$ cat config.mk
export PLATFORM = sky130hd
export DESIGN_NAME = epg_reduce
export DESIGN_NICKNAME = d
export VERILOG_FILES = /design/src/rtl/epg_pkg.sv /design/src/rtl/epg_reduce.sv
export SDC_FILE = /design/constraint.sdc
export NUM_CORES = 2
export LEC_CHECK = 0
export ABC_CLOCK_PERIOD_IN_PS = 13300
export BUFFER_PORTS_ARGS = -buffer_cell sky130_fd_sc_hd__buf_2
export CAP_MARGIN = 30
export CORE_MARGIN = 4
export CORE_UTILIZATION = 50
export DETAILED_ROUTE_END_ITERATION = 8
export PLACE_DENSITY = 0.62
export RECOVER_POWER = 25
export REMOVE_ABC_BUFFERS = 1
export SYNTH_ARGS = -nofsm -noshare
export SYNTH_HDL_FRONTEND = slang
export SYNTH_SLANG_ARGS = --single-unit
$ cat constraint.sdc
create_clock -name clk -period 13.3 [get_ports clk]
set_input_delay 1.33 -clock clk [delete_from_list [all_inputs] [get_ports clk]]
set_output_delay 1.33 -clock clk [all_outputs]
set_load 0.05 [all_outputs]
$ cat src/rtl/epg_pkg.sv
`timescale 1ns / 1ps
// Shared types, constants and helper functions for the epicycloid point generator.
// No dependencies; every other file imports this package.
package epg_pkg;

  localparam int IDX_W    = 17;
  localparam int STEP_W   = 18;
  localparam int PIX_W    = 12;
  localparam int DIM_W    = 13;
  localparam int RATIO_W  = 4;
  localparam int SUM_W    = RATIO_W + 1;
  localparam int T_W      = IDX_W + STEP_W;
  localparam int N_W      = T_W + SUM_W;
  localparam int ANG_W    = 19;
  localparam int Z_W      = 20;
  localparam int XY_W     = 34;
  localparam int TRIG_W   = 19;
  localparam int SCALE_W  = DIM_W - 2;
  localparam int AB_W     = SCALE_W + SUM_W;
  localparam int B_W      = SCALE_W + RATIO_W;
  localparam int PROD_W   = AB_W + TRIG_W + 1;

  localparam int RED_BITS   = 4;
  localparam int RED_STAGES = N_W / RED_BITS;

  localparam int TWO_PI_Q16      = 411775;
  localparam int PI_Q16          = 205887;
  localparam int HALF_PI_Q16     = 102944;
  localparam int CORDIC_GAIN_Q30 = 652032874;
  localparam int CORDIC_STEPS    = 17;

  localparam int ATAN_Q16 [0:CORDIC_STEPS-1] = '{
    51472, 30386, 16055, 8150, 4091, 2047, 1024, 512, 256,
    128, 64, 32, 16, 8, 4, 2, 1
  };

  localparam logic [2:0] REG_WIDTH   = 3'd0;
  localparam logic [2:0] REG_HEIGHT  = 3'd1;
  localparam logic [2:0] REG_OUTER   = 3'd2;
  localparam logic [2:0] REG_ROLLING = 3'd3;
  localparam logic [2:0] REG_STEP    = 3'd4;

  typedef struct packed {
    logic [DIM_W-1:0]   width;
    logic [DIM_W-1:0]   height;
    logic [RATIO_W-1:0] outer;
    logic [RATIO_W-1:0] rolling;
    logic [STEP_W-1:0]  step;
  } cfg_t;

  typedef struct packed {
    logic [AB_W-1:0] ab;
    logic [B_W-1:0]  b;
    logic            busy;
  } geom_t;

  typedef struct packed {
    logic [N_W-1:0]   n;
    logic [N_W-1:0]   t;
    logic [SUM_W-1:0] rem;
    logic [ANG_W-1:0] accu;
    logic [ANG_W-1:0] acct;
  } red_t;

  // one bit of a modulo-2pi accumulation: acc = (2*acc + b) mod 2pi
  function automatic logic [ANG_W-1:0] mod_step(logic [ANG_W-1:0] a, logic b);
    logic [ANG_W:0] v;
    v = {a, b};
    if (v >= (ANG_W+1)'(TWO_PI_Q16)) v = v - (ANG_W+1)'(TWO_PI_Q16);
    return v[ANG_W-1:0];
  endfunction

endpackage

$ cat src/rtl/epg_reduce.sv
`timescale 1ns / 1ps
// Pipelined reduction of both angles modulo 2pi, four bits per stage; the second
// angle is also divided by the rolling ratio on the way. Depends on epg_pkg.
module epg_reduce
  import epg_pkg::*;
(
  input  logic               clk,
  input  logic               rst_n,
  input  logic               en,
  input  logic               in_vld,
  input  logic [T_W-1:0]     t,
  input  logic [N_W-1:0]     n,
  input  logic [RATIO_W-1:0] divisor,
  output logic               out_vld,
  output logic [ANG_W-1:0]   t_mod,
  output logic [ANG_W-1:0]   u_mod
);

  red_t pipe_r [1:RED_STAGES];
  logic vld_r  [1:RED_STAGES];
  red_t head;

  function automatic red_t red_stage(red_t s, logic [RATIO_W-1:0] d, int base);
    red_t         r;
    logic [SUM_W:0] rm;
    logic         q;
    r = s;
    for (int j = 0; j < RED_BITS; j++) begin
      rm = {r.rem, r.n[base-j]};
      q  = (rm >= (SUM_W+1)'(d));
      if (q) rm = rm - (SUM_W+1)'(d);
      r.rem  = rm[SUM_W-1:0];
      r.accu = mod_step(r.accu, q);
      r.acct = mod_step(r.acct, r.t[base-j]);
    end
    return r;
  endfunction

  assign head.n    = n;
  assign head.t    = {{(N_W-T_W){1'b0}}, t};
  assign head.rem  = '0;
  assign head.accu = '0;
  assign head.acct = '0;

  for (genvar k = 0; k < RED_STAGES; k++) begin : g_stage
    if (k == 0) begin : g_first
      always_ff @(posedge clk) begin
        if (!rst_n) vld_r[1] <= 1'b0;
        else if (en) vld_r[1] <= in_vld;
      end
      always_ff @(posedge clk) begin
        if (en) pipe_r[1] <= red_stage(head, divisor, N_W - 1);
      end
    end else begin : g_rest
      always_ff @(posedge clk) begin
        if (!rst_n) vld_r[k+1] <= 1'b0;
        else if (en) vld_r[k+1] <= vld_r[k];
      end
      always_ff @(posedge clk) begin
        if (en) pipe_r[k+1] <= red_stage(pipe_r[k], divisor, N_W - 1 - RED_BITS*k);
      end
    end
  end

  assign out_vld = vld_r[RED_STAGES];
  assign t_mod   = pipe_r[RED_STAGES].acct;
  assign u_mod   = pipe_r[RED_STAGES].accu;

endmodule

Word level (Yosys, flattened, before mapping)
Memories as Yosys holds them, arrays and structs flattened.
Cells that the tools add are included.
Operators by class
  $add $sub $neg: 119
  order comparisons: 119
  multiplexer cells: 254
  bitwise gates (word level): 10
Operator list (number)
  $mux 19: 159
  $ge 20x19->1 const B: 78
  $sub 19x19->19 const B: 78
  $mux 5: 80
  $ge 6x4->1: 39
  $sub 5x4->5: 39
  $ge 1x19->1 const B: 1
  $sub 1x19->19 const B: 1
  $mux 1: 15
  $or 1x1->1: 10
  $sub 1x4->5: 1
  $ge 1x4->1: 1
Storage, ports and cells
  bits in registers: 0
  bits in writable memories: 1240
  word-level logic and storage cells: 504
  memories kept: 2
Memories
  pipe_r: words 10, bits a word 123, rd ports 10, clocked after Yosys merged registers in 0, wr ports 10, RTL line epg_reduce.sv:19  | red_t pipe_r [1:RED_STAGES];
  vld_r: words 10, bits a word 1, rd ports 10, clocked after Yosys merged registers in 0, wr ports 10, RTL line epg_reduce.sv:20  | logic vld_r [1:RED_STAGES];

Logic depth before layout (Yosys ltp)
An unclocked memory read counts as a cell.
  word-level depth: 14
  depth in mapped cells: 45
  mapped depth without buffers: 43

Least setup slack after synthesis
No wires, ideal clock.
  path kind: input-to-reg
  start: in divisor[1]
  end: reg, netlist name pipe_r[0][1250]
  data arrival time: 11314 ps
  slack: 1723 ps
  stages on the path: 41
  path buffers: 8
  cells stage by stage: inv_1 -> ha_1 -> a41o_1 -> a2111oi_4 -> inv_4 -> ha_1 -> buf_2 -> nand3_1 -> o21ai_1 -> a221o_1 -> a21oi_1 -> buf_4 -> buf_2 -> xnor2_1 -> ha_1 -> nand2_1 -> a2111oi_0 -> a41oi_1 -> [5 not listed] -> xnor2_1 -> ha_1 -> inv_1 -> a211o_1 -> mux2i_1 -> nand4_1 -> a221oi_4 -> nor3_2 -> buf_2 -> xnor2_1 -> ha_1 -> and4_1 -> or3_1 -> nand3_1 -> o21ba_2 -> buf_4 -> buf_6 -> mux2_1
RTL lines
  start: declaration: RTL line epg_reduce.sv:13  | input logic [RATIO_W-1:0] divisor,

==> results.md <==
- Status: finished, final reports clean
- Setup repair after global routing missed its margin: false
- Fmax: about 88 MHz
- Hold_sp: pipe_r[0][564]$_DFFE_PP_
- Primary FF master, synth: edfxtp_1
- Clock slew at reported path FFs: roughly 0.060 ns
- WHS Path Cells: 0
- Syn avg cell area: 9.34 um^2
- Post-CTS setup buffers: 0
- Most frequent cells in the layout: 699 x edfxtp_1, 541 x nand2_1, 503 x xnor2_1
- Rel. slew slack: 28.0%
- Post-DP HPWL: ~100000 um
- Worst Hold Class: flop to flop
- Crit path time final: 11.33 ns
- CTS H-tree lvls: 3
- Antenna violations before repair: 1
- Nets: 6541
- Total number of vias: 47700
- PortBufs: 121
- Asr flop ratio synth: 0%
- Placeable Area: between 0.1 and 0.15 mm^2
- Avg Vias per Cell: about 6.1
- Crit end category: flop
- Clk buf depth: 3
- Root buffer cell: clkbuf_16
- R2r startpoint: pipe_r[0][1074]$_DFFE_PP_
- Wirelength per Cell: around 18 um
- Worst path required time: about 14 ns
- Worst R2R Setup Slack: approximately 2.7 ns
- Number of synthesized register bits: approximately 700
- Reg2Reg Depth: around 40
- Total congestion overflow: 0
- Post-route ant nets: 0
- CTS Buf Count: 81
- EDFF count, synth: 699
- Synth unique cells: approximately 160
- Layout cells sized above 1: 9.37%
- CP startpoint kind: primary input
- Final worst path period share: between 80% and 90%
- Tightest Pin Transition: ~1.1 ns
- GPL Wtd Cong: approximately 0.93
- Seq/Total Area, Yosys: ~36%
- Hold endpoint: pipe_r[0][687]$_DFFE_PP_
- Die width: roughly 350 um
- Commonest non-fill, non-tap cell in the layout: edfxtp_1
- CP peak stage delay: around 0.65 ns
- Setup_tns: 0 ns
- Final Hold Fails: 0
- First-pass DRT Iterations: 6
- Initial DRC count: approximately 3500
- RR Endpoint: pipe_r[0][1130]$_DFFE_PP_
- Final wirelength: ~140000 um
- Clk sinks: about 700
- Initial core utilization: roughly half
- WS Path Type: primary input to flop
- CTS tree: yes
- Row cnt: 124
- Gate Count Post-Synth: 6234
- WP data arrival: roughly 12 ns
- Max-Cap Viols: 0
- Pin count of the biggest net entering global routing: 180
- Crit path top cell by count: ha_1
- Vias in the first global route: 44600
- Total die area: 0.122 mm^2
- Slowest cell on crit path: a211oi_1
- Final Setup Violations: 0
- YS warnings: 0
- Io pins: about 120
- Slew Limit Fails: 0
- Clk_lat worst skew: 0.70 ns
- Drt drc: 0
- Final clock skew: 0.0391 ns
- Cts repair resizes: 0
- Area Growth Syn to Fin: 7.01%
- DIE HEIGHT: about 350 um
- Hold-fix buffers, CTS: 0
- First-pass GRT wire length: 227000 um
- Worst-path fanout max: 19
- Netlist Area Pre-Place: slightly below 0.06 mm^2
- GRT Total Usage: between 20% and 30%
## cells by family after synthesis
kind of cell / Yosys count / share of synthesized area (%)
xor gates and xnor gates: 743 / 11.2
muxes: 166 / 3.00
AOI/OAI and AO/OA: 1721 / 20.8
and+or+nand+nor: 2185 / 19.4
DFF: 699 / 36.1
buffers and inverters: 485 / 3.94
adders and majority gates: 235 / 5.54
## registers in the layout, summed over array words and instances (netlist names)
name,count
pipe_r,689
vld_r,10
## worst max path at each step
stage	start	endpoint	slack [ns]	depth (start not counted)
3_5_place_dp	divisor[1]	pipe_r[0][1009]$_DFFE_PP_	1.38	36
4_1_cts	divisor[1]	pipe_r[0][1009]$_DFFE_PP_	2.12	36
6_report	divisor[1]	pipe_r[0][1130]$_DFFE_PP_	1.97	41
5_1_grt	divisor[1]	pipe_r[0][1009]$_DFFE_PP_	0.92	36
2_1_floorplan	divisor[1]	pipe_r[0][758]$_DFFE_PP_	0.27	35
3_3_place_gp	divisor[1]	pipe_r[0][1009]$_DFFE_PP_	1.68	35
## worst max-delay path, delay by kind of cell
kind	cells	cell delay, ns
XOR/XNOR	3	0.50
multiplexers	1	0.12
buffers and inverters	6	1.50
adder cells (fa/ha/maj)	5	1.55
AND/OR/NAND/NOR	12	2.78
AO/OA/AOI/OAI	14	3.91
## through the flow
stage / instance area (um^2) / setup WS [ns] / instances / hold WS, ns / util (%)
finish: 62300 / 1.97 / 7798 / 0.390 / 54.2
global route: 62300 / 0.917 / 7797 / 0.405 / 54.2
CTS: 62300 / 2.12 / 7797 / 0.402 / 54.2
detailed placement: 59700 / 1.38 / 7652 / 0.405 / 51.9
global placement: 59700 / 1.68 / 7652 / 0.400 / 51.9
floorplan: 56700 / 0.274 / 5965 / 0.400 / -
## cell type report
| type | instances | area, um^2 |
|---|---|---|
| diodes | 1 | 2.50 |
| clock buffers | 88 | 2050 |
| clock inverters | 57 | 541 |
| fillers | 10500 | 52700 |
| inverters | 216 | 820 |
| multi-input cells | 5050 | 34900 |
| flip-flops and latches | 699 | 21000 |
| well taps | 1512 | 1890 |
| repair buffers | 175 | 1050 |
## layer usage
layer / share of wire [%] / track usage [%] / vias to the layer above
met5: 0 / 0 / -
met4: 2.4 / 6.27 / 0
met3: 4.9 / 3.09 / 250
met2: 46 / 36.2 / 1227
met1: 46 / 30.3 / 22700
li1: - / - / 23500
## synthesized netlist by cell type (all sizes together), types with 84 or more instances
cell | instances | area [um^2]
xnor2 | 506 | 4470
a21oi | 358 | 1820
nand2 | 543 | 2040
ha | 197 | 2460
a31oi | 90 | 582
a211oi | 87 | 733
nor2 | 474 | 1790
mux2i | 100 | 1000
xor2 | 237 | 2080
inv | 213 | 807
nor3 | 154 | 813
nand3 | 203 | 1020
buf | 151 | 983
a21o | 109 | 821
edfxtp | 699 | 21000
o21ai | 352 | 1790
and3 | 96 | 607
and2 | 84 | 527
clkbuf | 118 | 493
nand4 | 103 | 644
o211ai | 104 | 806
Power is not shown: default switching activity piles up to over one toggle a cycle in this logic, so the estimate is an artifact.
