File: src/rtl/epg_pkg.sv
`timescale 1ns / 1ps
// Shared types, constants and helper functions for the epicycloid point generator.
// No dependencies; every other file imports this package.
package epg_pkg;

  localparam int IDX_W    = 17;
  localparam int STEP_W   = 18;
  localparam int PIX_W    = 12;
  localparam int DIM_W    = 13;
  localparam int RATIO_W  = 4;
  localparam int SUM_W    = RATIO_W + 1;
  localparam int T_W      = IDX_W + STEP_W;
  localparam int N_W      = T_W + SUM_W;
  localparam int ANG_W    = 19;
  localparam int Z_W      = 20;
  localparam int XY_W     = 34;
  localparam int TRIG_W   = 19;
  localparam int SCALE_W  = DIM_W - 2;
  localparam int AB_W     = SCALE_W + SUM_W;
  localparam int B_W      = SCALE_W + RATIO_W;
  localparam int PROD_W   = AB_W + TRIG_W + 1;

  localparam int RED_BITS   = 4;
  localparam int RED_STAGES = N_W / RED_BITS;

  localparam int TWO_PI_Q16      = 411775;
  localparam int PI_Q16          = 205887;
  localparam int HALF_PI_Q16     = 102944;
  localparam int CORDIC_GAIN_Q30 = 652032874;
  localparam int CORDIC_STEPS    = 17;

  localparam int ATAN_Q16 [0:CORDIC_STEPS-1] = '{
    51472, 30386, 16055, 8150, 4091, 2047, 1024, 512, 256,
    128, 64, 32, 16, 8, 4, 2, 1
  };

  localparam logic [2:0] REG_WIDTH   = 3'd0;
  localparam logic [2:0] REG_HEIGHT  = 3'd1;
  localparam logic [2:0] REG_OUTER   = 3'd2;
  localparam logic [2:0] REG_ROLLING = 3'd3;
  localparam logic [2:0] REG_STEP    = 3'd4;

  typedef struct packed {
    logic [DIM_W-1:0]   width;
    logic [DIM_W-1:0]   height;
    logic [RATIO_W-1:0] outer;
    logic [RATIO_W-1:0] rolling;
    logic [STEP_W-1:0]  step;
  } cfg_t;

  typedef struct packed {
    logic [AB_W-1:0] ab;
    logic [B_W-1:0]  b;
    logic            busy;
  } geom_t;

  typedef struct packed {
    logic [N_W-1:0]   n;
    logic [N_W-1:0]   t;
    logic [SUM_W-1:0] rem;
    logic [ANG_W-1:0] accu;
    logic [ANG_W-1:0] acct;
  } red_t;

  // one bit of a modulo-2pi accumulation: acc = (2*acc + b) mod 2pi
  function automatic logic [ANG_W-1:0] mod_step(logic [ANG_W-1:0] a, logic b);
    logic [ANG_W:0] v;
    v = {a, b};
    if (v >= (ANG_W+1)'(TWO_PI_Q16)) v = v - (ANG_W+1)'(TWO_PI_Q16);
    return v[ANG_W-1:0];
  endfunction

endpackage

File: src/rtl/epg_combine.sv
`timescale 1ns / 1ps
// Radius products, truncating Q16 difference and centre offset; holds the output
// register of the block. Depends on epg_pkg.
module epg_combine
  import epg_pkg::*;
(
  input  logic                     clk,
  input  logic                     rst_n,
  input  logic                     en,
  input  logic                     in_vld,
  input  logic signed [TRIG_W-1:0] ct,
  input  logic signed [TRIG_W-1:0] st,
  input  logic signed [TRIG_W-1:0] cu,
  input  logic signed [TRIG_W-1:0] su,
  input  cfg_t                     cfg,
  input  geom_t                    geom,
  output logic                     out_vld,
  output logic [PIX_W-1:0]         x_pix,
  output logic [PIX_W-1:0]         y_pix
);

  logic signed [PROD_W-1:0] xa_r, xb_r, ya_r, yb_r;
  logic signed [PROD_W-1:0] ab_s, b_s;
  logic                     vld1_r, vld2_r;
  logic [PIX_W-1:0]         x_r, y_r, cx, cy, x_nxt, y_nxt;
  logic                     b_zero;

  function automatic logic [PIX_W-1:0] to_pix(logic signed [PROD_W:0] d,
                                              logic [PIX_W-1:0] c);
    logic signed [PROD_W:0] q;
    if (d < 0) q = (d + (PROD_W+1)'(65535)) >>> 16;
    else       q = d >>> 16;
    return q[PIX_W-1:0] + c;
  endfunction

  assign ab_s   = $signed({{(PROD_W-AB_W){1'b0}}, geom.ab});
  assign b_s    = $signed({{(PROD_W-B_W){1'b0}}, geom.b});
  assign cx     = cfg.width[DIM_W-1:1];
  assign cy     = cfg.height[DIM_W-1:1];
  assign b_zero = (geom.b == '0);

  always_ff @(posedge clk) begin
    if (en) begin
      xa_r <= ab_s * PROD_W'(ct);
      xb_r <= b_s  * PROD_W'(cu);
      ya_r <= ab_s * PROD_W'(st);
      yb_r <= b_s  * PROD_W'(su);
    end
  end

  assign x_nxt = b_zero ? cx : to_pix((PROD_W+1)'(xa_r) - (PROD_W+1)'(xb_r), cx);
  assign y_nxt = b_zero ? cy : to_pix((PROD_W+1)'(ya_r) - (PROD_W+1)'(yb_r), cy);

  always_ff @(posedge clk) begin
    if (!rst_n) begin
      vld1_r <= 1'b0;
      vld2_r <= 1'b0;
    end else if (en) begin
      vld1_r <= in_vld;
      vld2_r <= vld1_r;
    end
  end

  always_ff @(posedge clk) begin
    if (en) begin
      x_r <= x_nxt;
      y_r <= y_nxt;
    end
  end

  assign out_vld = vld2_r;
  assign x_pix   = x_r;
  assign y_pix   = y_r;

endmodule

File: config.mk
export PLATFORM = sky130hd
export DESIGN_NAME = epg_combine
export DESIGN_NICKNAME = d
export VERILOG_FILES = /design/src/rtl/epg_pkg.sv /design/src/rtl/epg_combine.sv
export SDC_FILE = /design/constraint.sdc
export NUM_CORES = 2
export LEC_CHECK = 0
export BUFFER_PORTS_ARGS = -buffer_cell sky130_fd_sc_hd__buf_2
export CORE_MARGIN = 5
export CORE_UTILIZATION = 47
export DETAILED_ROUTE_END_ITERATION = 6
export GPL_ROUTABILITY_DRIVEN = 0
export GPL_TIMING_DRIVEN = 0
export PLACE_DENSITY = 0.69
export SLEW_MARGIN = 20
export SYNTH_ARGS = -nofsm -noshare
export SYNTH_HDL_FRONTEND = slang
export SYNTH_SLANG_ARGS = --single-unit
File: constraint.sdc
create_clock -name clk -period 15.5 [get_ports clk]
set_input_delay 3.1 -clock clk [delete_from_list [all_inputs] [get_ports clk]]
set_output_delay 3.1 -clock clk [all_outputs]
set_load 0.005 [all_outputs]
; After elaboration in Yosys (flattened, before gate mapping)
; Index checks and enable logic that the tools add are counted.
[totals]
register_bits = 168
latch_bits = 0
ram_bits = 0
rom_bits = 0
input_bits = 164
output_inout_bits = 25
elab_cells = 25
memories = 0
[classes]
add_sub_neg = 6
n_mul = 4
n_div = 0
order_cmp = 2
n_eq_ne = 0
shifts = 0
mux = 4
n_bitwise = 0
n_reduce_logical = 1
[ops]
columns = op, n
row1 = 37-bit by 1-bit < comparator with 1-bit output (second input constant), 2
row2 = 36-bit by 35-bit subtractor with 37-bit output, 2
row3 = 17-bit by 19-bit multiplier with 36-bit output, 2
row4 = 16-bit by 19-bit multiplier with 35-bit output, 2
row5 = 28-bit by 17-bit adder with 28-bit output (second input constant), 2
row6 = 12-bit two-way mux, 4
row7 = 12-bit adder, 2
row8 = 15-bit zero test, 1

; Depth between registers and ports, before layout
[depth]
depth_word = 5
depth_mapped = 26
ltp_nobuf = 25

; Worst setup path after synthesis
; Ideal clock, no wire load.
[synth_timing]
path_type = in2reg
start = input port geom[2] (netlist name)
end = register xb_r[33], data pin
setup_time_ns = 0.258
arrival_time_ns = 8.839
t_required_ns = 15.242
setup_slack_ns = 6.403
path_stages = 23
n_path_buf = 2
path_cell_list = clkbuf_1 clkbuf_1 nand2_1 fa_1 fa_1 fa_1 inv_1 fa_1 fa_1 inv_1 fa_1 inv_1 ha_1 a21o_1 a21o_1 a21o_1 a22oi_1 o21ai_0 a31oi_1 o211ai_1 a31o_2 a21oi_1 xnor2_1
[synth_via]
elab_chain_len = 1
[synth_lines]
columns = item, line_no
row1 = "start, declared", epg_combine.sv:16  ; input geom_t geom,
row2 = 16-bit by 19-bit multiplier with 35-bit output, epg_combine.sv:45  ; xb_r <= b_s * PROD_W'(cu);
row3 = "end signal, assigned", epg_combine.sv:45
row4 = "end, declared", epg_combine.sv:22  ; logic signed [PROD_W-1:0] xa_r, xb_r, ya_r, yb_r;
; Every way passes these cells.
; A chain may end at the register's enable or synchronous reset.

; Worst setup path after layout
[layout_timing]
start = input port geom[7] (netlist name)
end = register xb_r[33], data pin
; Same word-level chain as after synthesis.

==> impl_metrics.py <==
metrics = {
    "outcome": {
        "outcome": "finished clean",
    },
    "logic_synthesis": {
        "synth_nets": 7856,
        "async_flop_share_pct": 0,
        "dominantRegCellSynth": "edfxtp_1",
        "synth_edf_count": 166,
        "synthTopCellsByArea": "fa_1, ha_1, inv_1",
        "synth-seq-cells": 168,
        "syn_inst": 6048,
        "synth_top_area_share_pct": 43.01,
        "yosys.area.top_type": "fa_1",
        "netlist_area_um2": 55290,
        "yosysSeqAreaShare_pct": 9.088,
        "avgSynthCellArea_um2": 9.142,
        "yosysWarnings": 0,
        "yosysUniqueCellTypes": 91,
    },
    "drt": {
        "finalWirelength_um": 152100,
        "drc_errors": 0,
        "final_antenna_net_count": 0,
        "vias": 41750,
        "drt_iter0_drc": 3125,
        "first_pass_iters": 7,
        "vias_per_cell": 5.367,
        "routedWlPerCell_um": 19.56,
    },
    "worst_setup_path": {
        "critPathLaunchType": "primary input",
        "arrival_ns": 10.90,
        "worstSetupPathType": "in -> reg",
        "r2r-start": "yb_r[0]$_DFFE_PP_",
        "cp_max_fo": 10,
        "crit_path_end_kind": "flip-flop",
        "worstSetupStartpoint": "geom[7]",
        "cp_data_required_time_ns": 15.77,
    },
    "cells_and_area": {
        "area_growth_pct": 6.006,
        "layout_common_cells": "inv_1, fa_1, nand2_1",
        "layout_commonest_cell": "inv_1",
        "drive_above_1_share_pct": 3.454,
        "final_cell_area_um2": 58610,
        "fillers": 10790,
        "nets": 8019,
    },
    "floorplan": {
        "core_um2": 116500,
        "fp.dieArea_um2": 124600,
        "boundaryPins": 189,
        "die_w_um": 353.0,
        "start_util_pct": 47.45,
        "dieHeight_um": 353.0,
        "rows": 125,
    },
    "sta": {
        "worst_pin_slew_ns": 1.084,
        "rsz0062_at_grt": "false",
        "finalCritPeriodShare_pct": 68.55,
        "period_needed_ns": 10.63,
        "timing.final.ws_setup_ns": 4.874,
        "slew_headroom_pct": 25.87,
        "setup_viol": 0,
        "max_freq_ghz": 0.09411,
        "finalHoldViolations": 0,
        "skew_ns": 0.01830,
        "drv_slew": 0,
        "finalSetupTns_ns": 0,
    },
    "placement": {
        "place_ws_ns": 4.658,
        "portBuffers": 143,
        "dp_hpwl_um": 128100,
        "dpl-instance-area_um2": 57950,
    },
    "flow_run": {
        "maxCapViolations": 0,
    },
    "clock_network": {
        "clock_sinks": 168,
        "cts_tree": "built",
        "clk_latency_ns": 0.49,
        "post_cts_buffers": 0,
        "cts_root_buffer": "clkbuf_16",
        "cts_hold_buffers": 0,
        "cts.htree.levels": 4,
        "clk_pin_slew_worst_paths_ns": 0.07,
        "cts.path.max_buffers": 2,
        "cts_buffers": 17,
        "cts-resized-gates": 0,
    },
    "global_routing": {
        "antenna_found_initial": 37,
        "grt_max_degree": 96,
        "grt_pass1_wl_um": 239900,
        "grt_pass1_vias": 43760,
        "grt-ovfl-total": 0,
        "track_usage_pct": 24.84,
    },
    "min_path": {
        "hold_path_class": "reg -> reg",
        "min_from": "out_vld$_SDFFE_PN0P_",
    },
}
-- area by class of cell --
cell class | count | area (µm²) | share of cell area (%)
multi-input cells | 4171 | 43850 | 74.81
inverters | 1482 | 5563 | 9.491
flip-flops and latches | 168 | 5025 | 8.573
well taps | 1524 | 1907 | 3.253
plain buffers | 227 | 858.3 | 1.464
repair buffers | 144 | 753.2 | 1.285
clock buffers | 17 | 425.4 | 0.7258
clock inverters | 15 | 160.2 | 0.2732
diodes | 30 | 75.07 | 0.1281
-- final timing paths --
check	to	slack, ns	cells past startpoint
worst max-delay path	xb_r[33]$_DFFE_PP_	4.87	25
worst max register to register	y_pix[11]$_DFFE_PP_	8.60	23
worst min register to register	out_vld$_SDFFE_PN0P_	0.52	2
worst min-delay path	out_vld$_SDFFE_PN0P_	0.52	2
-- flip-flops by register name (all words and copies together) (netlist names) --
register and count:
yb_r 35, xa_r 36, x_pix 12, vld1_r 1, ya_r 36, xb_r 35, out_vld 1, y_pix 12
-- cells in the mapped netlist (28+ instances only) --
master / number
clkbuf_1: 220
a21oi_1: 182
o21ai_0: 92
a21o_1: 76
nand2_1: 769
o21a_1: 29
nand3_1: 55
xnor2_1: 145
xor2_1: 53
fa_1: 1188
nor3_1: 49
edfxtp_1: 166
and3_1: 29
a211oi_1: 28
and2_1: 551
inv_1: 1482
ha_1: 456
nor2_1: 120
-- through the flow --
stage	utilization, %	instances	hold slack (ns)
6_report	50.30	7778	0.5178
5_1_grt	50.29	7771	0.5710
4_1_cts	50.24	7748	0.5289
3_5_place_dp	49.74	7716	0.5082
3_3_place_gp	49.71	7715	0.4933
2_1_floorplan	-	6048	0.4824
-- per-layer routing --
layer  vias up  share of wire, %  GRT usage [%]
met5         -             0.027              0
met4         6               5.2          11.69
met3       350               8.8          5.889
met2      1651                47          40.52
met1     21100                39          31.43
li1      18640                 -              -
-- critical path, stage by stage --
cell and delay, ns:
buf_2 0.09, clkbuf_1 0.54, clkbuf_1 0.80, and2_1 0.26, fa_1 0.43, inv_1 0.08
fa_1 0.43, fa_1 0.52, inv_1 0.06, fa_1 0.49, fa_1 0.49, inv_1 0.05
fa_1 0.47, inv_1 0.04, ha_1 0.33, a21o_1 0.17, a21o_1 0.16, a21o_1 0.20
a22oi_1 0.18, o21ai_0 0.36, a31oi_1 0.69, o211ai_1 0.27, a31o_2 0.28, a21oi_1 0.16
xnor2_1 0.20
-- cell families (layout without fill, tap and decap cells) --
family	count (synthesis)	in the layout	share of synthesized area, %
XOR/XNOR	198	198	3.136
flip-flops	168	168	9.088
AND/OR/NAND/NOR	1729	1729	15.62
buffers and inverters	1709	1885	11.61
multiplexers	7	7	0.1380
AO/OA/AOI/OAI	593	593	7.071
adder cells (fa/ha/maj)	1644	1644	53.33
other	0	30	0
Power is left out: the tool's default activity adds up to more than one toggle a clock period on the data nets, which glitch-free logic cannot reach.
