--- config.mk ---
export PLATFORM = sky130hd
export DESIGN_NAME = epg_cfg
export DESIGN_NICKNAME = d
export VERILOG_FILES = /design/src/rtl/epg_pkg.sv /design/src/rtl/epg_cfg.sv
export SDC_FILE = /design/constraint.sdc
export NUM_CORES = 1
export LEC_CHECK = 0
export ABC_AREA = 1
export BUFFER_PORTS_ARGS = -buffer_cell sky130_fd_sc_hd__buf_2
export CAP_MARGIN = 30
export CORE_UTILIZATION = 45
export DETAILED_ROUTE_END_ITERATION = 10
export PLACE_DENSITY = 0.76
export SYNTH_ARGS = -nofsm -noshare
export SYNTH_HDL_FRONTEND = slang
export SYNTH_SLANG_ARGS = --single-unit
export TNS_END_PERCENT = 30
--- constraint.sdc ---
create_clock -name clk -period 8.66 [get_ports clk]
set_clock_uncertainty 0.1 [all_clocks]
set_input_delay 1.732 -clock clk [delete_from_list [all_inputs] [get_ports clk]]
set_output_delay 1.732 -clock clk [all_outputs]
set_load 0.005 [all_outputs]
--- src/rtl/epg_pkg.sv ---
`timescale 1ns / 1ps
// Shared types, constants and helper functions for the epicycloid point generator.
// No dependencies; every other file imports this package.
package epg_pkg;

  localparam int IDX_W    = 17;
  localparam int STEP_W   = 18;
  localparam int PIX_W    = 12;
  localparam int DIM_W    = 13;
  localparam int RATIO_W  = 4;
  localparam int SUM_W    = RATIO_W + 1;
  localparam int T_W      = IDX_W + STEP_W;
  localparam int N_W      = T_W + SUM_W;
  localparam int ANG_W    = 19;
  localparam int Z_W      = 20;
  localparam int XY_W     = 34;
  localparam int TRIG_W   = 19;
  localparam int SCALE_W  = DIM_W - 2;
  localparam int AB_W     = SCALE_W + SUM_W;
  localparam int B_W      = SCALE_W + RATIO_W;
  localparam int PROD_W   = AB_W + TRIG_W + 1;

  localparam int RED_BITS   = 4;
  localparam int RED_STAGES = N_W / RED_BITS;

  localparam int TWO_PI_Q16      = 411775;
  localparam int PI_Q16          = 205887;
  localparam int HALF_PI_Q16     = 102944;
  localparam int CORDIC_GAIN_Q30 = 652032874;
  localparam int CORDIC_STEPS    = 17;

  localparam int ATAN_Q16 [0:CORDIC_STEPS-1] = '{
    51472, 30386, 16055, 8150, 4091, 2047, 1024, 512, 256,
    128, 64, 32, 16, 8, 4, 2, 1
  };

  localparam logic [2:0] REG_WIDTH   = 3'd0;
  localparam logic [2:0] REG_HEIGHT  = 3'd1;
  localparam logic [2:0] REG_OUTER   = 3'd2;
  localparam logic [2:0] REG_ROLLING = 3'd3;
  localparam logic [2:0] REG_STEP    = 3'd4;

  typedef struct packed {
    logic [DIM_W-1:0]   width;
    logic [DIM_W-1:0]   height;
    logic [RATIO_W-1:0] outer;
    logic [RATIO_W-1:0] rolling;
    logic [STEP_W-1:0]  step;
  } cfg_t;

  typedef struct packed {
    logic [AB_W-1:0] ab;
    logic [B_W-1:0]  b;
    logic            busy;
  } geom_t;

  typedef struct packed {
    logic [N_W-1:0]   n;
    logic [N_W-1:0]   t;
    logic [SUM_W-1:0] rem;
    logic [ANG_W-1:0] accu;
    logic [ANG_W-1:0] acct;
  } red_t;

  // one bit of a modulo-2pi accumulation: acc = (2*acc + b) mod 2pi
  function automatic logic [ANG_W-1:0] mod_step(logic [ANG_W-1:0] a, logic b);
    logic [ANG_W:0] v;
    v = {a, b};
    if (v >= (ANG_W+1)'(TWO_PI_Q16)) v = v - (ANG_W+1)'(TWO_PI_Q16);
    return v[ANG_W-1:0];
  endfunction

endpackage

--- src/rtl/epg_cfg.sv ---
`timescale 1ns / 1ps
// APB register file and the bit-serial scale divider that derives both radii.
// Depends on epg_pkg.
module epg_cfg
  import epg_pkg::*;
(
  input  logic        clk,
  input  logic        rst_n,
  input  logic        psel,
  input  logic        penable,
  input  logic        pwrite,
  input  logic [4:0]  paddr,
  input  logic [31:0] pwdata,
  output logic [31:0] prdata,
  output logic        pready,
  output cfg_t        cfg,
  output geom_t       geom
);

  localparam int CNT_W = $clog2(SCALE_W + 1);

  logic [DIM_W-1:0]   width_r, height_r;
  logic [RATIO_W-1:0] outer_r, rolling_r;
  logic [STEP_W-1:0]  step_r;
  logic               start_r, lag_r;
  logic [CNT_W-1:0]   cnt_r;
  logic [SUM_W-1:0]   rem_r;
  logic [SCALE_W-1:0] quo_r;
  logic [AB_W-1:0]    ab_r;
  logic [B_W-1:0]     b_r;
  logic               wr;
  logic [SUM_W-1:0]   sum;
  logic [DIM_W-1:0]   m;
  logic [SUM_W:0]     trial;

  assign pready = 1'b1;
  assign wr     = psel & penable & pwrite;
  assign sum    = {1'b0, outer_r} + {1'b0, rolling_r};
  assign m      = (height_r < width_r) ? height_r : width_r;
  assign trial  = {rem_r, quo_r[SCALE_W-1]};

  always_ff @(posedge clk) begin
    if (!rst_n) begin
      width_r   <= DIM_W'(640);
      height_r  <= DIM_W'(480);
      outer_r   <= RATIO_W'(3);
      rolling_r <= RATIO_W'(1);
      step_r    <= STEP_W'(32768);
    end else if (wr) begin
      unique case (paddr[4:2])
        REG_WIDTH:   width_r   <= pwdata[DIM_W-1:0];
        REG_HEIGHT:  height_r  <= pwdata[DIM_W-1:0];
        REG_OUTER:   outer_r   <= pwdata[RATIO_W-1:0];
        REG_ROLLING: rolling_r <= pwdata[RATIO_W-1:0];
        REG_STEP:    step_r    <= pwdata[STEP_W-1:0];
        default: ;
      endcase
    end
  end

  always_comb begin
    unique case (paddr[4:2])
      REG_WIDTH:   prdata = {{(32-DIM_W){1'b0}}, width_r};
      REG_HEIGHT:  prdata = {{(32-DIM_W){1'b0}}, height_r};
      REG_OUTER:   prdata = {{(32-RATIO_W){1'b0}}, outer_r};
      REG_ROLLING: prdata = {{(32-RATIO_W){1'b0}}, rolling_r};
      REG_STEP:    prdata = {{(32-STEP_W){1'b0}}, step_r};
      default:     prdata = 32'd0;
    endcase
  end

  // restart the scale division after reset and after every write
  always_ff @(posedge clk) begin
    if (!rst_n) begin
      start_r <= 1'b1;
      cnt_r   <= '0;
      lag_r   <= 1'b0;
    end else begin
      lag_r <= (cnt_r != '0);
      if (wr) begin
        start_r <= 1'b1;
      end else if (start_r) begin
        start_r <= 1'b0;
        cnt_r   <= CNT_W'(SCALE_W);
      end else if (cnt_r != '0) begin
        cnt_r <= cnt_r - CNT_W'(1);
      end
    end
  end

  always_ff @(posedge clk) begin
    if (start_r) begin
      rem_r <= '0;
      quo_r <= m[DIM_W-1:2];
    end else if (cnt_r != '0) begin
      if (trial >= {1'b0, sum}) begin
        rem_r <= SUM_W'(trial - {1'b0, sum});
        quo_r <= {quo_r[SCALE_W-2:0], 1'b1};
      end else begin
        rem_r <= trial[SUM_W-1:0];
        quo_r <= {quo_r[SCALE_W-2:0], 1'b0};
      end
    end
    ab_r <= AB_W'(quo_r * sum);
    b_r  <= B_W'(quo_r * rolling_r);
  end

  assign cfg.width   = width_r;
  assign cfg.height  = height_r;
  assign cfg.outer   = outer_r;
  assign cfg.rolling = rolling_r;
  assign cfg.step    = step_r;
  assign geom.ab     = ab_r;
  assign geom.b      = b_r;
  assign geom.busy   = start_r | (cnt_r != '0) | lag_r;

endmodule

After elaboration in Yosys (flattened, before gate mapping)
Cells that the tools add are included.
{ "totals": {"ff_bits": 105, "mem_bits_rw": 0, "latch_bits": 0, "elab_cells": 46, "in_bits": 42, "mem_count": 0, "output_inout_bits": 117, "romBits": 0} }
{ "op_classes": {"bitwise_logic": 5, "mul": 2, "order_cmp": 2, "shifts": 0, "n_reduce_logical": 9, "eq_ne": 4, "addsub": 3, "div": 0, "n_mux": 9} }
{ "op_table": {"columns": ["operator", "n"], "rows": [
  ["18-bit one-hot mux with 5 select lines", 1],
  ["11-bit two-way mux", 2],
  ["11-bit by 5-bit multiplier with 16-bit output", 1],
  ["11-bit by 4-bit multiplier with 15-bit output", 1],
  ["13-bit less-than comparator", 1],
  ["13-bit two-way mux", 1],
  ["2-bit AND reduction", 6],
  ["4-bit two-way mux", 2],
  ["3-bit by 2-bit == test with 1-bit output, second input constant", 2],
  ["6-bit by 5-bit >= comparator with 1-bit output", 1],
  ["4-bit by 4-bit adder with 5-bit output", 1],
  ["5-bit two-way mux", 1],
  ["5-bit subtractor", 1],
  ["4-bit nonzero test", 1],
  ["4-bit by 1-bit subtractor with 4-bit output, second input constant", 1],
  ["3-bit by 1-bit == test with 1-bit output, second input constant", 1],
  ["3-bit == test, second input constant", 1],
  ["3-bit zero test", 1],
  ["1-bit AND", 2],
  ["1-bit two-way mux", 2],
  ["1-bit OR", 2],
  ["2-bit nonzero test", 1],
  ["1-bit NOT", 1]
]} }

Logic depth before layout (Yosys ltp)
{ "depth": {"ltp_word": 5, "ltp_mapped": 21, "mapped_depth_nobuf": 21} }

Worst setup path after synthesis
OpenSTA, ideal clock, no wires.
{ "synth_path": {"path_type": "register to register", "from": "register rolling_r[0]", "to": "register ab_r[14]", "setup_ns": 0.112, "t_required_ns": 8.448, "slack_ns": 4.284, "path_stages_with_launch": 20, "path_buffers": 1, "arrival_ns": 4.164, "synth_period_minus_slack_ns": 4.376, "path_cell_list": "dfxtp_1 > ha_1 > fa_1 > a31oi_1 > clkbuf_1 > nor2_1 > fa_1 > fa_1 > inv_1 > fa_1 > inv_1 > ha_1 > a21oi_1 > nand2_1 > nand3_1 > nand2_1 > nand2_1 > nand2_1 > nand2_1 > nand2_1"} }
{ "synth_via": {"elab_chain_len": 2} }
{ "synth_lines": {"columns": ["item", "line", "rtl"], "rows": [
  ["from (decl)", "epg_cfg.sv:23", "logic [RATIO_W-1:0] outer_r, rolling_r;"],
  ["from (signal assigned)", "epg_cfg.sv:54", "REG_ROLLING: rolling_r <= pwdata[RATIO_W-1:0];"],
  ["4-bit by 4-bit adder with 5-bit output", "epg_cfg.sv:38", "assign sum = {1'b0, outer_r} + {1'b0, rolling_r};"],
  ["11-bit by 5-bit multiplier with 16-bit output", "epg_cfg.sv:104", "ab_r <= AB_W'(quo_r * sum);"],
  ["to (signal assigned)", "epg_cfg.sv:104", null],
  ["to (decl)", "epg_cfg.sv:29", "logic [AB_W-1:0] ab_r;"]
]} }
No other way between the ends.
A chain may end at the register's enable or synchronous reset.

Worst setup path in the final report
Ends and elaborated chain as after synthesis.

==> metrics.txt <==
status finished clean; R2R Setup Slk between 3000 and 4000 ps; H-Tree Depth 3; die width around 130 um; Clk pin slew, worst setup/hold paths around 90 ps; Synth cell types 40; Most used DFF post-synth dfxtp_1; Avg Vias per Cell around 5.0; Setup TNS Final 0 ps; hold_sp step_r[16]; Core Area 16760 sq um; DRC viols 0; drt first pass iters 5; Die H 133.5 um; # IOs ~160; worst r2r dst ab_r[14]; synthesized area per cell roughly 7.5 sq um; maximum fanout along the worst path 15; Worst IR Drop VDD around 170 uV; cts hold-fix bufs 0; YS warnings 0; ANT cells 0; drt first-iter violations around 460; grt ovf 0; Final Hold Viols 0; layout cells sized above 1 approximately 15%; Post-synth ARST share 0%; number of synthesized flops with an enable pin 11; largest net degree at the start of global routing 54; first-pass GRT wire length slightly above 30000 um; Mapped Area between 7000 and 8000 sq um; min-delay worst type flop to flop; top post-synthesis cells by area dfxtp_1 (24%), fa_1 (12%), nand2_1 (11%); die area ~18000 sq um; Final WS setup 3407 ps; Max Slew Vio Count 0; Area after DPL between 8000 and 9000 sq um; final std cell area, no fill 8745 sq um; Period minus WS final around 5300 ps; # fillers roughly 1600; Worst Reg-to-Reg Cells 18; Max-slew headroom 37.98%; final wirelength around 19000 um; Gates resized, CTS repair 0; Final Setup Violations 0; most frequent cells in the layout nand2_1 (231), inv_1 (175), buf_2 (127), nor2_1 (98), dfxtp_1 (94); Least-Margin Pin Slew roughly 900 ps; worst r2r src rolling_r[0]; CP Class flop to flop; sequential area share after synthesis between 20% and 30%; commonest non-fill, non-tap cell in the layout nand2_1; pre-CTS setup slack between 3000 and 4000 ps; nets 1295; Num CTS Buffers 9; placer congestion estimate a little under 0.9; Setup crit start kind flop; Root Driver clkbuf_16; fraction of synthesized cell area taken by the top area cell type about 24%; Post-CTS Setup Inserts 0; CP required about 8800 ps; last element of the critical path ab_r[14]; Lkg Pwr 0.004911 uW; CTS tree built; fin util between 50% and 60%; clk_lat worst skew approximately 370 ps; Clock Sink Count around 110; Crit. Startpoint rolling_r[0]; port bufs 127; FF+latch count, synth approximately 110; initial core utilization between 40% and 50%; post-DP HPWL 14210 um; crit path DAT about 5400 ps; Cells after Synth 1042; vias around 7000; vias in the first global route 6329; Synth area leader dfxtp_1; GRT Overall Usage a little over a fifth; Peak Freq about 190 MHz; antenna viol nets, final 0; drt wl/cell roughly 14 um; Syn-to-layout area delta 12.40%; Final period util between 60% and 70%; initial antenna violation count 0; RSZ-0062 raised after global routing no; Crit. End Element flop; P per Cell Area 163.1 nW/um^2; Max Root-Sink Buffers 2; Cell Rows 47; Max Cap Viol 0
==> state kept, by name (all words and copies together), names as in the netlist, 4 cells and up <==
name	flops
step_r	18
ab_r	16
b_r	15
height_r	13
width_r	13
quo_r	11
rem_r	5
cnt_r	4
outer_r	4
rolling_r	4
==> cells in the mapped netlist, types with 3 or more instances <==
master	number
dfxtp_1	94
xnor2_1	3
fa_1	47
o21ai_0	45
ha_1	66
nand2_1	231
nor3_1	5
nand2_2	4
buf_6	7
inv_1	175
inv_2	7
nand3_1	67
buf_4	17
o211ai_1	7
edfxtp_1	11
xor2_1	20
o221ai_1	9
clkbuf_1	26
a21o_1	4
o21ai_2	3
nor2_1	98
buf_2	3
o21bai_1	4
o21ai_1	12
a21oi_1	57
==> critical path: stages (launching register included) <==
cell and delay, ps:
dfxtp_1 540, ha_1 360, fa_1 410, a31oi_1 730, nor2_1 150, fa_1 560, fa_1 550, inv_1 50
fa_1 530, inv_1 40, ha_1 370, a21oi_1 210, nand2_1 140, nand3_1 100, nand2_1 100, nand2_1 90
nand2_1 50, nand2_1 50, nand2_1 40
==> logic make-up after synthesis <==
group | Yosys count | synth area share (%)
other | 2 | 0.09653
flip-flops | 105 | 28.43
adder cells (fa/ha/maj) | 113 | 22.71
AND/OR/NAND/NOR | 418 | 22.66
AO/OA/AOI/OAI | 146 | 10.63
XOR/XNOR | 23 | 2.589
buffers and inverters | 235 | 12.88
==> worst min path at each step <==
stage / cells past startpoint / endpoint / slack [ps]
finish: 2 / step_r[16] / 380
global route: 2 / step_r[13] / 410
CTS: 2 / step_r[16] / 380
detailed placement: 2 / step_r[16] / 360
global placement: 2 / rem_r[4] / 350
floorplan: 2 / rem_r[4] / 330
==> metrics by stage <==
step | total power [uW] | hold WS [ps] | std cells
4_1_cts | 1434 | 379.5 | 1365
3_5_place_dp | 997.8 | 362.7 | 1349
6_report | 1426 | 377.3 | 1365
2_1_floorplan | 882.0 | 328.9 | 1055
5_1_grt | 1514 | 412.2 | 1365
3_3_place_gp | 985.5 | 351.2 | 1349
==> area by class of cell <==
cell class	instances	area [sq um]	area share [%]
clock buffer	9	225.2	2.575
clock inverter	7	98.84	1.130
inverter	182	683.2	7.812
multi-input combinational	715	4614	52.77
sequential	105	2212	25.30
tap	220	275.3	3.148
timing repair buffer	127	635.6	7.269
==> routing by layer <==
layer | track usage [%] | up-vias | part of all wire, %
li1 | - | 3436 | -
met1 | 27.50 | 3161 | 45
met2 | 35.76 | 229 | 47
met3 | 4.300 | 23 | 5.9
met4 | 6.313 | 0 | 1.8
met5 | 0 | - | 0
==> power breakdown <==
group          switching, uW  internal [uW]
Combinational            230            148
Clock                    223            211
Sequential              58.6            556
Note: power is estimated with default switching activity, not from simulation.
