## src/rtl/epg_pkg.sv

```systemverilog
`timescale 1ns / 1ps
// Shared types, constants and helper functions for the epicycloid point generator.
// No dependencies; every other file imports this package.
package epg_pkg;

  localparam int IDX_W    = 17;
  localparam int STEP_W   = 18;
  localparam int PIX_W    = 12;
  localparam int DIM_W    = 13;
  localparam int RATIO_W  = 4;
  localparam int SUM_W    = RATIO_W + 1;
  localparam int T_W      = IDX_W + STEP_W;
  localparam int N_W      = T_W + SUM_W;
  localparam int ANG_W    = 19;
  localparam int Z_W      = 20;
  localparam int XY_W     = 34;
  localparam int TRIG_W   = 19;
  localparam int SCALE_W  = DIM_W - 2;
  localparam int AB_W     = SCALE_W + SUM_W;
  localparam int B_W      = SCALE_W + RATIO_W;
  localparam int PROD_W   = AB_W + TRIG_W + 1;

  localparam int RED_BITS   = 4;
  localparam int RED_STAGES = N_W / RED_BITS;

  localparam int TWO_PI_Q16      = 411775;
  localparam int PI_Q16          = 205887;
  localparam int HALF_PI_Q16     = 102944;
  localparam int CORDIC_GAIN_Q30 = 652032874;
  localparam int CORDIC_STEPS    = 17;

  localparam int ATAN_Q16 [0:CORDIC_STEPS-1] = '{
    51472, 30386, 16055, 8150, 4091, 2047, 1024, 512, 256,
    128, 64, 32, 16, 8, 4, 2, 1
  };

  localparam logic [2:0] REG_WIDTH   = 3'd0;
  localparam logic [2:0] REG_HEIGHT  = 3'd1;
  localparam logic [2:0] REG_OUTER   = 3'd2;
  localparam logic [2:0] REG_ROLLING = 3'd3;
  localparam logic [2:0] REG_STEP    = 3'd4;

  typedef struct packed {
    logic [DIM_W-1:0]   width;
    logic [DIM_W-1:0]   height;
    logic [RATIO_W-1:0] outer;
    logic [RATIO_W-1:0] rolling;
    logic [STEP_W-1:0]  step;
  } cfg_t;

  typedef struct packed {
    logic [AB_W-1:0] ab;
    logic [B_W-1:0]  b;
    logic            busy;
  } geom_t;

  typedef struct packed {
    logic [N_W-1:0]   n;
    logic [N_W-1:0]   t;
    logic [SUM_W-1:0] rem;
    logic [ANG_W-1:0] accu;
    logic [ANG_W-1:0] acct;
  } red_t;

  // one bit of a modulo-2pi accumulation: acc = (2*acc + b) mod 2pi
  function automatic logic [ANG_W-1:0] mod_step(logic [ANG_W-1:0] a, logic b);
    logic [ANG_W:0] v;
    v = {a, b};
    if (v >= (ANG_W+1)'(TWO_PI_Q16)) v = v - (ANG_W+1)'(TWO_PI_Q16);
    return v[ANG_W-1:0];
  endfunction

endpackage

```

## src/rtl/epg_cordic.sv

```systemverilog
`timescale 1ns / 1ps
// Pipelined rotation CORDIC: quadrant fold, one iteration per stage, then rounding
// to Q16 cosine and sine. Depends on epg_pkg.
module epg_cordic
  import epg_pkg::*;
(
  input  logic                     clk,
  input  logic                     rst_n,
  input  logic                     en,
  input  logic                     in_vld,
  input  logic [ANG_W-1:0]         theta,
  output logic                     out_vld,
  output logic signed [TRIG_W-1:0] cos_q,
  output logic signed [TRIG_W-1:0] sin_q
);

  localparam logic signed [Z_W-1:0] PI_Z      = Z_W'(PI_Q16);
  localparam logic signed [Z_W-1:0] HALF_PI_Z = Z_W'(HALF_PI_Q16);
  localparam logic signed [Z_W-1:0] TWO_PI_Z  = Z_W'(TWO_PI_Q16);

  logic signed [XY_W-1:0] x_r [0:CORDIC_STEPS];
  logic signed [XY_W-1:0] y_r [0:CORDIC_STEPS];
  logic signed [Z_W-1:0]  z_r [0:CORDIC_STEPS];
  logic                   neg_r [0:CORDIC_STEPS];
  logic                   vld_r [0:CORDIC_STEPS];
  logic signed [Z_W-1:0]  z_fold;
  logic                   neg_fold;
  logic signed [XY_W-1:0] x_rnd, y_rnd;
  logic signed [TRIG_W-1:0] cos_nxt, sin_nxt;
  logic signed [TRIG_W-1:0] cos_r, sin_r;
  logic                   out_vld_r;

  always_comb begin
    z_fold   = $signed({1'b0, theta});
    neg_fold = 1'b0;
    if (z_fold > PI_Z) z_fold = z_fold - TWO_PI_Z;
    if (z_fold > HALF_PI_Z) begin
      z_fold   = z_fold - PI_Z;
      neg_fold = 1'b1;
    end else if (z_fold < -HALF_PI_Z) begin
      z_fold   = z_fold + PI_Z;
      neg_fold = 1'b1;
    end
  end

  always_ff @(posedge clk) begin
    if (!rst_n) vld_r[0] <= 1'b0;
    else if (en) vld_r[0] <= in_vld;
  end

  always_ff @(posedge clk) begin
    if (en) begin
      x_r[0]   <= XY_W'(CORDIC_GAIN_Q30);
      y_r[0]   <= '0;
      z_r[0]   <= z_fold;
      neg_r[0] <= neg_fold;
    end
  end

  for (genvar i = 0; i < CORDIC_STEPS; i++) begin : g_iter
    always_ff @(posedge clk) begin
      if (!rst_n) vld_r[i+1] <= 1'b0;
      else if (en) vld_r[i+1] <= vld_r[i];
    end
    always_ff @(posedge clk) begin
      if (en) begin
        neg_r[i+1] <= neg_r[i];
        if (z_r[i] >= 0) begin
          x_r[i+1] <= x_r[i] - (y_r[i] >>> i);
          y_r[i+1] <= y_r[i] + (x_r[i] >>> i);
          z_r[i+1] <= z_r[i] - Z_W'(ATAN_Q16[i]);
        end else begin
          x_r[i+1] <= x_r[i] + (y_r[i] >>> i);
          y_r[i+1] <= y_r[i] - (x_r[i] >>> i);
          z_r[i+1] <= z_r[i] + Z_W'(ATAN_Q16[i]);
        end
      end
    end
  end

  assign x_rnd   = (x_r[CORDIC_STEPS] + XY_W'(8192)) >>> 14;
  assign y_rnd   = (y_r[CORDIC_STEPS] + XY_W'(8192)) >>> 14;
  assign cos_nxt = neg_r[CORDIC_STEPS] ? -x_rnd[TRIG_W-1:0] : x_rnd[TRIG_W-1:0];
  assign sin_nxt = neg_r[CORDIC_STEPS] ? -y_rnd[TRIG_W-1:0] : y_rnd[TRIG_W-1:0];

  always_ff @(posedge clk) begin
    if (!rst_n) out_vld_r <= 1'b0;
    else if (en) out_vld_r <= vld_r[CORDIC_STEPS];
  end

  always_ff @(posedge clk) begin
    if (en) begin
      cos_r <= cos_nxt;
      sin_r <= sin_nxt;
    end
  end

  assign out_vld = out_vld_r;
  assign cos_q   = cos_r;
  assign sin_q   = sin_r;

endmodule

```

## config.mk

```make
export PLATFORM = sky130hd
export DESIGN_NAME = epg_cordic
export DESIGN_NICKNAME = d
export VERILOG_FILES = /design/src/rtl/epg_pkg.sv /design/src/rtl/epg_cordic.sv
export SDC_FILE = /design/constraint.sdc
export NUM_CORES = 2
export LEC_CHECK = 0
export BUFFER_PORTS_ARGS = -buffer_cell sky130_fd_sc_hd__buf_2
export CAP_MARGIN = 5
export CORE_MARGIN = 8
export CORE_UTILIZATION = 35
export DETAILED_ROUTE_END_ITERATION = 7
export HOLD_SLACK_MARGIN = 0.02
export PLACE_DENSITY = 0.53
export SLEW_MARGIN = 20
export SYNTH_ARGS = -nofsm -noshare
export SYNTH_HDL_FRONTEND = slang
export SYNTH_SLANG_ARGS = --single-unit
```

## constraint.sdc

```tcl
create_clock -name clk -period 9.41 [get_ports clk]
set_clock_uncertainty 0.2 [all_clocks]
set_input_delay 1.882 -clock clk [delete_from_list [all_inputs] [get_ports clk]]
set_output_delay 1.882 -clock clk [all_outputs]
set_load 0.01 [all_outputs]
```

==> Word level (Yosys, flattened, before mapping) <==
Memory sizes are Yosys's and may differ from the RTL's. A register that Yosys moved wholly into a read port is not among the register bits.
Cells that the tools add are included.
{ "classes": {"add_sub_neg": 108, "order_cmp": 20, "mux": 183, "div_mod_pow": 0, "n_eq_ne": 0, "shift": 0, "n_mul": 0, "reduce_logical": 1, "bitwise": 69} }
{ "op_table": {"columns": ["cell", "n"], "rows": [
  ["two-way mux 34 bit", 34],
  ["two-way mux 20 bit", 20],
  ["greater-or-equal comparator 20 x 1 -> 1 bit (second input constant)", 17],
  ["two-way mux 1 bit", 127],
  ["bitwise OR 1 bit", 69],
  ["adder 34 x 18 -> 34 bit", 2],
  ["adder 34 x 19 -> 34 bit", 2],
  ["adder 34 x 20 -> 34 bit", 2],
  ["adder 34 x 21 -> 34 bit", 2],
  ["adder 34 x 22 -> 34 bit", 2],
  ["adder 34 x 23 -> 34 bit", 2],
  ["adder 34 x 24 -> 34 bit", 2],
  ["adder 34 x 25 -> 34 bit", 2],
  ["adder 34 x 26 -> 34 bit", 2],
  ["adder 34 x 27 -> 34 bit", 2],
  ["adder 34 x 28 -> 34 bit", 2],
  ["adder 34 x 29 -> 34 bit", 2],
  ["adder 34 x 30 -> 34 bit", 2],
  ["adder 34 x 31 -> 34 bit", 2],
  ["adder 34 x 32 -> 34 bit", 2],
  ["adder 34 x 33 -> 34 bit", 2],
  ["subtractor 34 x 18 -> 34 bit", 2],
  ["subtractor 34 x 19 -> 34 bit", 2],
  ["subtractor 34 x 20 -> 34 bit", 2],
  ["57 further kinds", 76]
]} }
{ "word_totals": {"mem_count": 5, "romBits": 0, "ff_bits": 38, "mem_bits_rw": 1620, "out_inout_bits": 39, "elab_cells": 388, "latchBits": 0, "in_bits": 23} }
{ "memory_table": {"columns": ["name", "words", "width", "rd", "rd_ports_with_merged_regs", "wr", "line_no", "rtl"], "rows": [
  ["x_r", 18, 34, 18, 0, 18, "epg_cordic.sv:21", "logic signed [XY_W-1:0] x_r [0:CORDIC_STEPS];"],
  ["y_r", 18, 34, 18, 0, 18, "epg_cordic.sv:22", "logic signed [XY_W-1:0] y_r [0:CORDIC_STEPS];"],
  ["z_r", 18, 20, 17, 0, 18, "epg_cordic.sv:23", "logic signed [Z_W-1:0] z_r [0:CORDIC_STEPS];"],
  ["neg_r", 18, 1, 18, 0, 18, "epg_cordic.sv:24", "logic neg_r [0:CORDIC_STEPS];"],
  ["vld_r", 18, 1, 18, 1, 18, "epg_cordic.sv:25", "logic vld_r [0:CORDIC_STEPS];"]
]} }

==> Depth between registers and ports, before layout <==
{ "depth": {"depth_word": 5, "mapped_depth": 22, "depth_no_buf": 22} }

==> Least setup slack after synthesis <==
No wires, ideal clock.
{ "synth_path": {"kind": "input to register", "start": "input port en", "end": "memory x_r[13][30], data pin", "slack_ns": 2.881, "path_buffers": 4, "t_arrival_ns": 6.072, "setup_ns": 0.258, "cell_stages": 20, "required_ns": 8.952, "cell_sequence": "buf_2 -> clkbuf_1 -> and2_1 -> inv_1 -> clkbuf_1 -> clkbuf_1 -> nand2_1 -> xnor2_1 -> ha_1 -> and4_1 -> and2_1 -> a211o_1 -> a2111o_1 -> a31oi_1 -> nor2b_1 -> o21ai_0 -> a21oi_1 -> a21o_1 -> or2_2 -> xor2_1"} }
{ "synth_lines": {"columns": ["element", "line_no", "rtl"], "rows": [
  ["start: declaration", "epg_cordic.sv:9", "input logic en,"],
  ["end: declaration", "epg_cordic.sv:21", null]
]} }

==> metrics.yaml <==
cpMostUsedCell: "a21o_1"
num_vias: 88100
grt_setup_unrepaired: "no"
ctsHoldBuffers: 0
dieArea_sq_um: 351000
timing.final.crit_share_pct: 72.9
path_delay_family: "compound AO/OA/AOI/OAI gates"
io_buffers: 61
yosysWarnings: 0
worstPathMaxFanout: 83
globalplace.congestion: 0.886
r2r-start: "x_r[5][9]"
ys_top_cells_by_area: "edfxtp_1 (37%), ha_1 (13%), xnor2_1 (9.1%)"
mostFrequentLayoutCell: "edfxtp_1"
cp.required_ns: 9.78
cts_root_buf: "clkbuf_16"
status: "complete, no violations"
pin_count: 62
totalNegativeSetupSlack_ns: 0
crit_path_end_kind: "flop"
synthArstFlopShare_pct: 0
vias_per_cell: 5.29
layout_common_cells: "edfxtp_1 (1419), ha_1 (1253), xnor2_1 (1216), a21oi_1 (1141), nor2_1 (1033)"
synth_top_area_share_pct: 36.6
finalSetupViolations: 0
min_path_type: "flop to flop"
synthCells: 12000
synth_area_leader_cell: "edfxtp_1"
core_area_sq_um: 331000
ys.flop_type: "edfxtp_1"
worstSetupPathType: "primary input to flop"
fin_nets: 13500
maxSlewHeadroom_pct: 26.4
h-tree-depth: 4
drt-pass1-iter-count: 5
drive_gt1_share_pct: 4.52
grt_max_degree: 166
clk_pin_slew_ns: 0.06
crit_path_top_delay_cell: "a41oi_1"
ant_nets: 0
cts.sinks: 1421
synth-edff-count: 1419
synth.distinct_cells: 92
clockBufferDepth: 4
synth_area_sq_um: 116000
grt_first_pass_wirelength_mm: 485
drc: 0
cts_tree: "yes"
layout_min_cycle_time_ns: 6.86
synth_nets: 13400
synth_seq_cells: 1421
fp-row-count: 211
drv_cap: 0
hold_violations: 0
synth_area_per_cell_sq_um: 9.66
cp_data_arrival_time_ns: 7.23
ys_seq_area_share_pct: 36.6
initial_core_util_pct: 35.2
worst_pin_slew_ns: 1.09
cts_buffers: 176
postCtsSetupBuffers: 0
max_freq_mhz: 146
worst-path-buf-inv: 4
die_y_microns: 593
finalMaxSlewViolations: 0
start_kind: "primary input"
die_w_microns: 593
hpwl_mm: 245
syn2layout_area_growth_pct: 9.69
grt.total_usage_pct: 17.1
cp_slowest_stage_delay_ns: 0.53
path_cells: "buf_12 -> and2_1 -> buf_4 -> inv_1 -> buf_4 -> o21ai_0 -> ha_1 -> a211oi_1 -> o21ai_0 -> a41oi_1 -> a21oi_1 -> o41ai_2 -> o2111ai_1 -> a21o_1 -> a21o_1 -> a21o_1 -> a21oi_1 -> xnor2_1"
antenna_found_initial: 26
gr-total-overflow: 0
postCtsResizedCells: 0
grt_pass1_vias: 85000
drt_iter0_markers: 5322
clkLatencyLatePin_ns: 0.87
wl_mm: 310
min_from: "neg_r[14]"
wire_per_inst_microns: 18.6
crit_start: "en"
-- worst register-to-register path, stage by stage (launching register included) --
cell	delay [ns]
edfxtp_1	0.50
nor4_1	0.36
nor4b_1	0.72
and2_1	0.31
nor2b_1	0.39
nor2_1	0.10
xnor2_1	0.16
ha_1	0.36
and3_1	0.21
and4_1	0.36
nand2b_1	0.13
a211oi_1	0.61
o31ai_1	0.22
a21oi_1	0.35
a21oi_1	0.19
a21oi_1	0.18
o21ai_0	0.13
nor2b_1	0.17
xnor2_1	0.12
-- final timing paths --
kind | endpoint | slack, ns | cells after the start
min reg2reg | neg_r[15] | 0.15 | 0
min | neg_r[15] | 0.15 | 0
max reg2reg | y_r[6][30] | 3.40 | 18
max | x_r[10][33] | 2.55 | 18
-- flip-flops by register name (all words and copies together) (netlist names) --
signal	flops
x_r	504
cos_q	19
neg_r	18
out_vld	1
y_r	531
sin_q	19
z_r	311
vld_r	18
-- cells by family (layout without fill, tap and decap cells) --
| logic type | Yosys count | in the layout | synth area share (%) |
|---|---|---|---|
| other | 0 | 11 | 0 |
| AO/OA/AOI/OAI | 3326 | 3326 | 18.2 |
| multiplexers | 123 | 123 | 1.12 |
| buffers and inverters | 775 | 996 | 2.51 |
| AND/OR/NAND/NOR | 3285 | 3285 | 13.6 |
| XOR/XNOR | 1820 | 1820 | 13.7 |
| flip-flops | 1421 | 1421 | 36.6 |
| adder cells (fa/ha/maj) | 1299 | 1299 | 14.3 |
-- synth_stat cells (all sizes together) (94+ instances only) --
cell type	instances
clkbuf	171
nor2b	155
nand3	225
a21oi	1141
o21a	180
and3	123
a31oi	94
nor3	316
o21ai	615
and2	108
o31ai	121
a21o	406
nor2	1033
nand2	689
a211oi	100
inv	565
ha	1253
xnor2	1216
xor2	604
nand2b	175
o21bai	138
edfxtp	1419
or3	119
-- metal layers --
metal	vias to the layer above	GRT usage [%]	wire (microns)
met2	1435	31.2	154000
li1	44700	-	-
met5	-	0	13
met3	374	1.98	11100
met1	41600	21.6	138000
met4	2	3.51	6610
-- stage by stage --
step	cell area [sq um]	std cells	hold WS (ns)	util [%]	setup WS, ns
2_1_floorplan	116000	12000	0.200	-	2.88
3_3_place_gp	122000	16300	0.201	36.9	1.73
3_5_place_dp	122000	16300	0.205	36.9	1.76
4_1_cts	128000	16600	0.146	38.6	2.64
5_1_grt	128000	16600	0.163	38.6	2.20
6_report	128000	16600	0.152	38.6	2.55
-- cell type report --
| type | count | area (sq um) |
|---|---|---|
| fill | 33100 | 203000 |
| multi-input combinational | 9853 | 70800 |
| sequential | 1421 | 42700 |
| tap | 4366 | 5460 |
| clock buffer | 204 | 4560 |
| inverter | 569 | 2140 |
| clock inverter | 103 | 1160 |
| timing repair buffer | 120 | 838 |
| antenna | 11 | 27.5 |
Power is not shown: default switching activity piles up to over one toggle a cycle in this logic, so the estimate is an artifact.
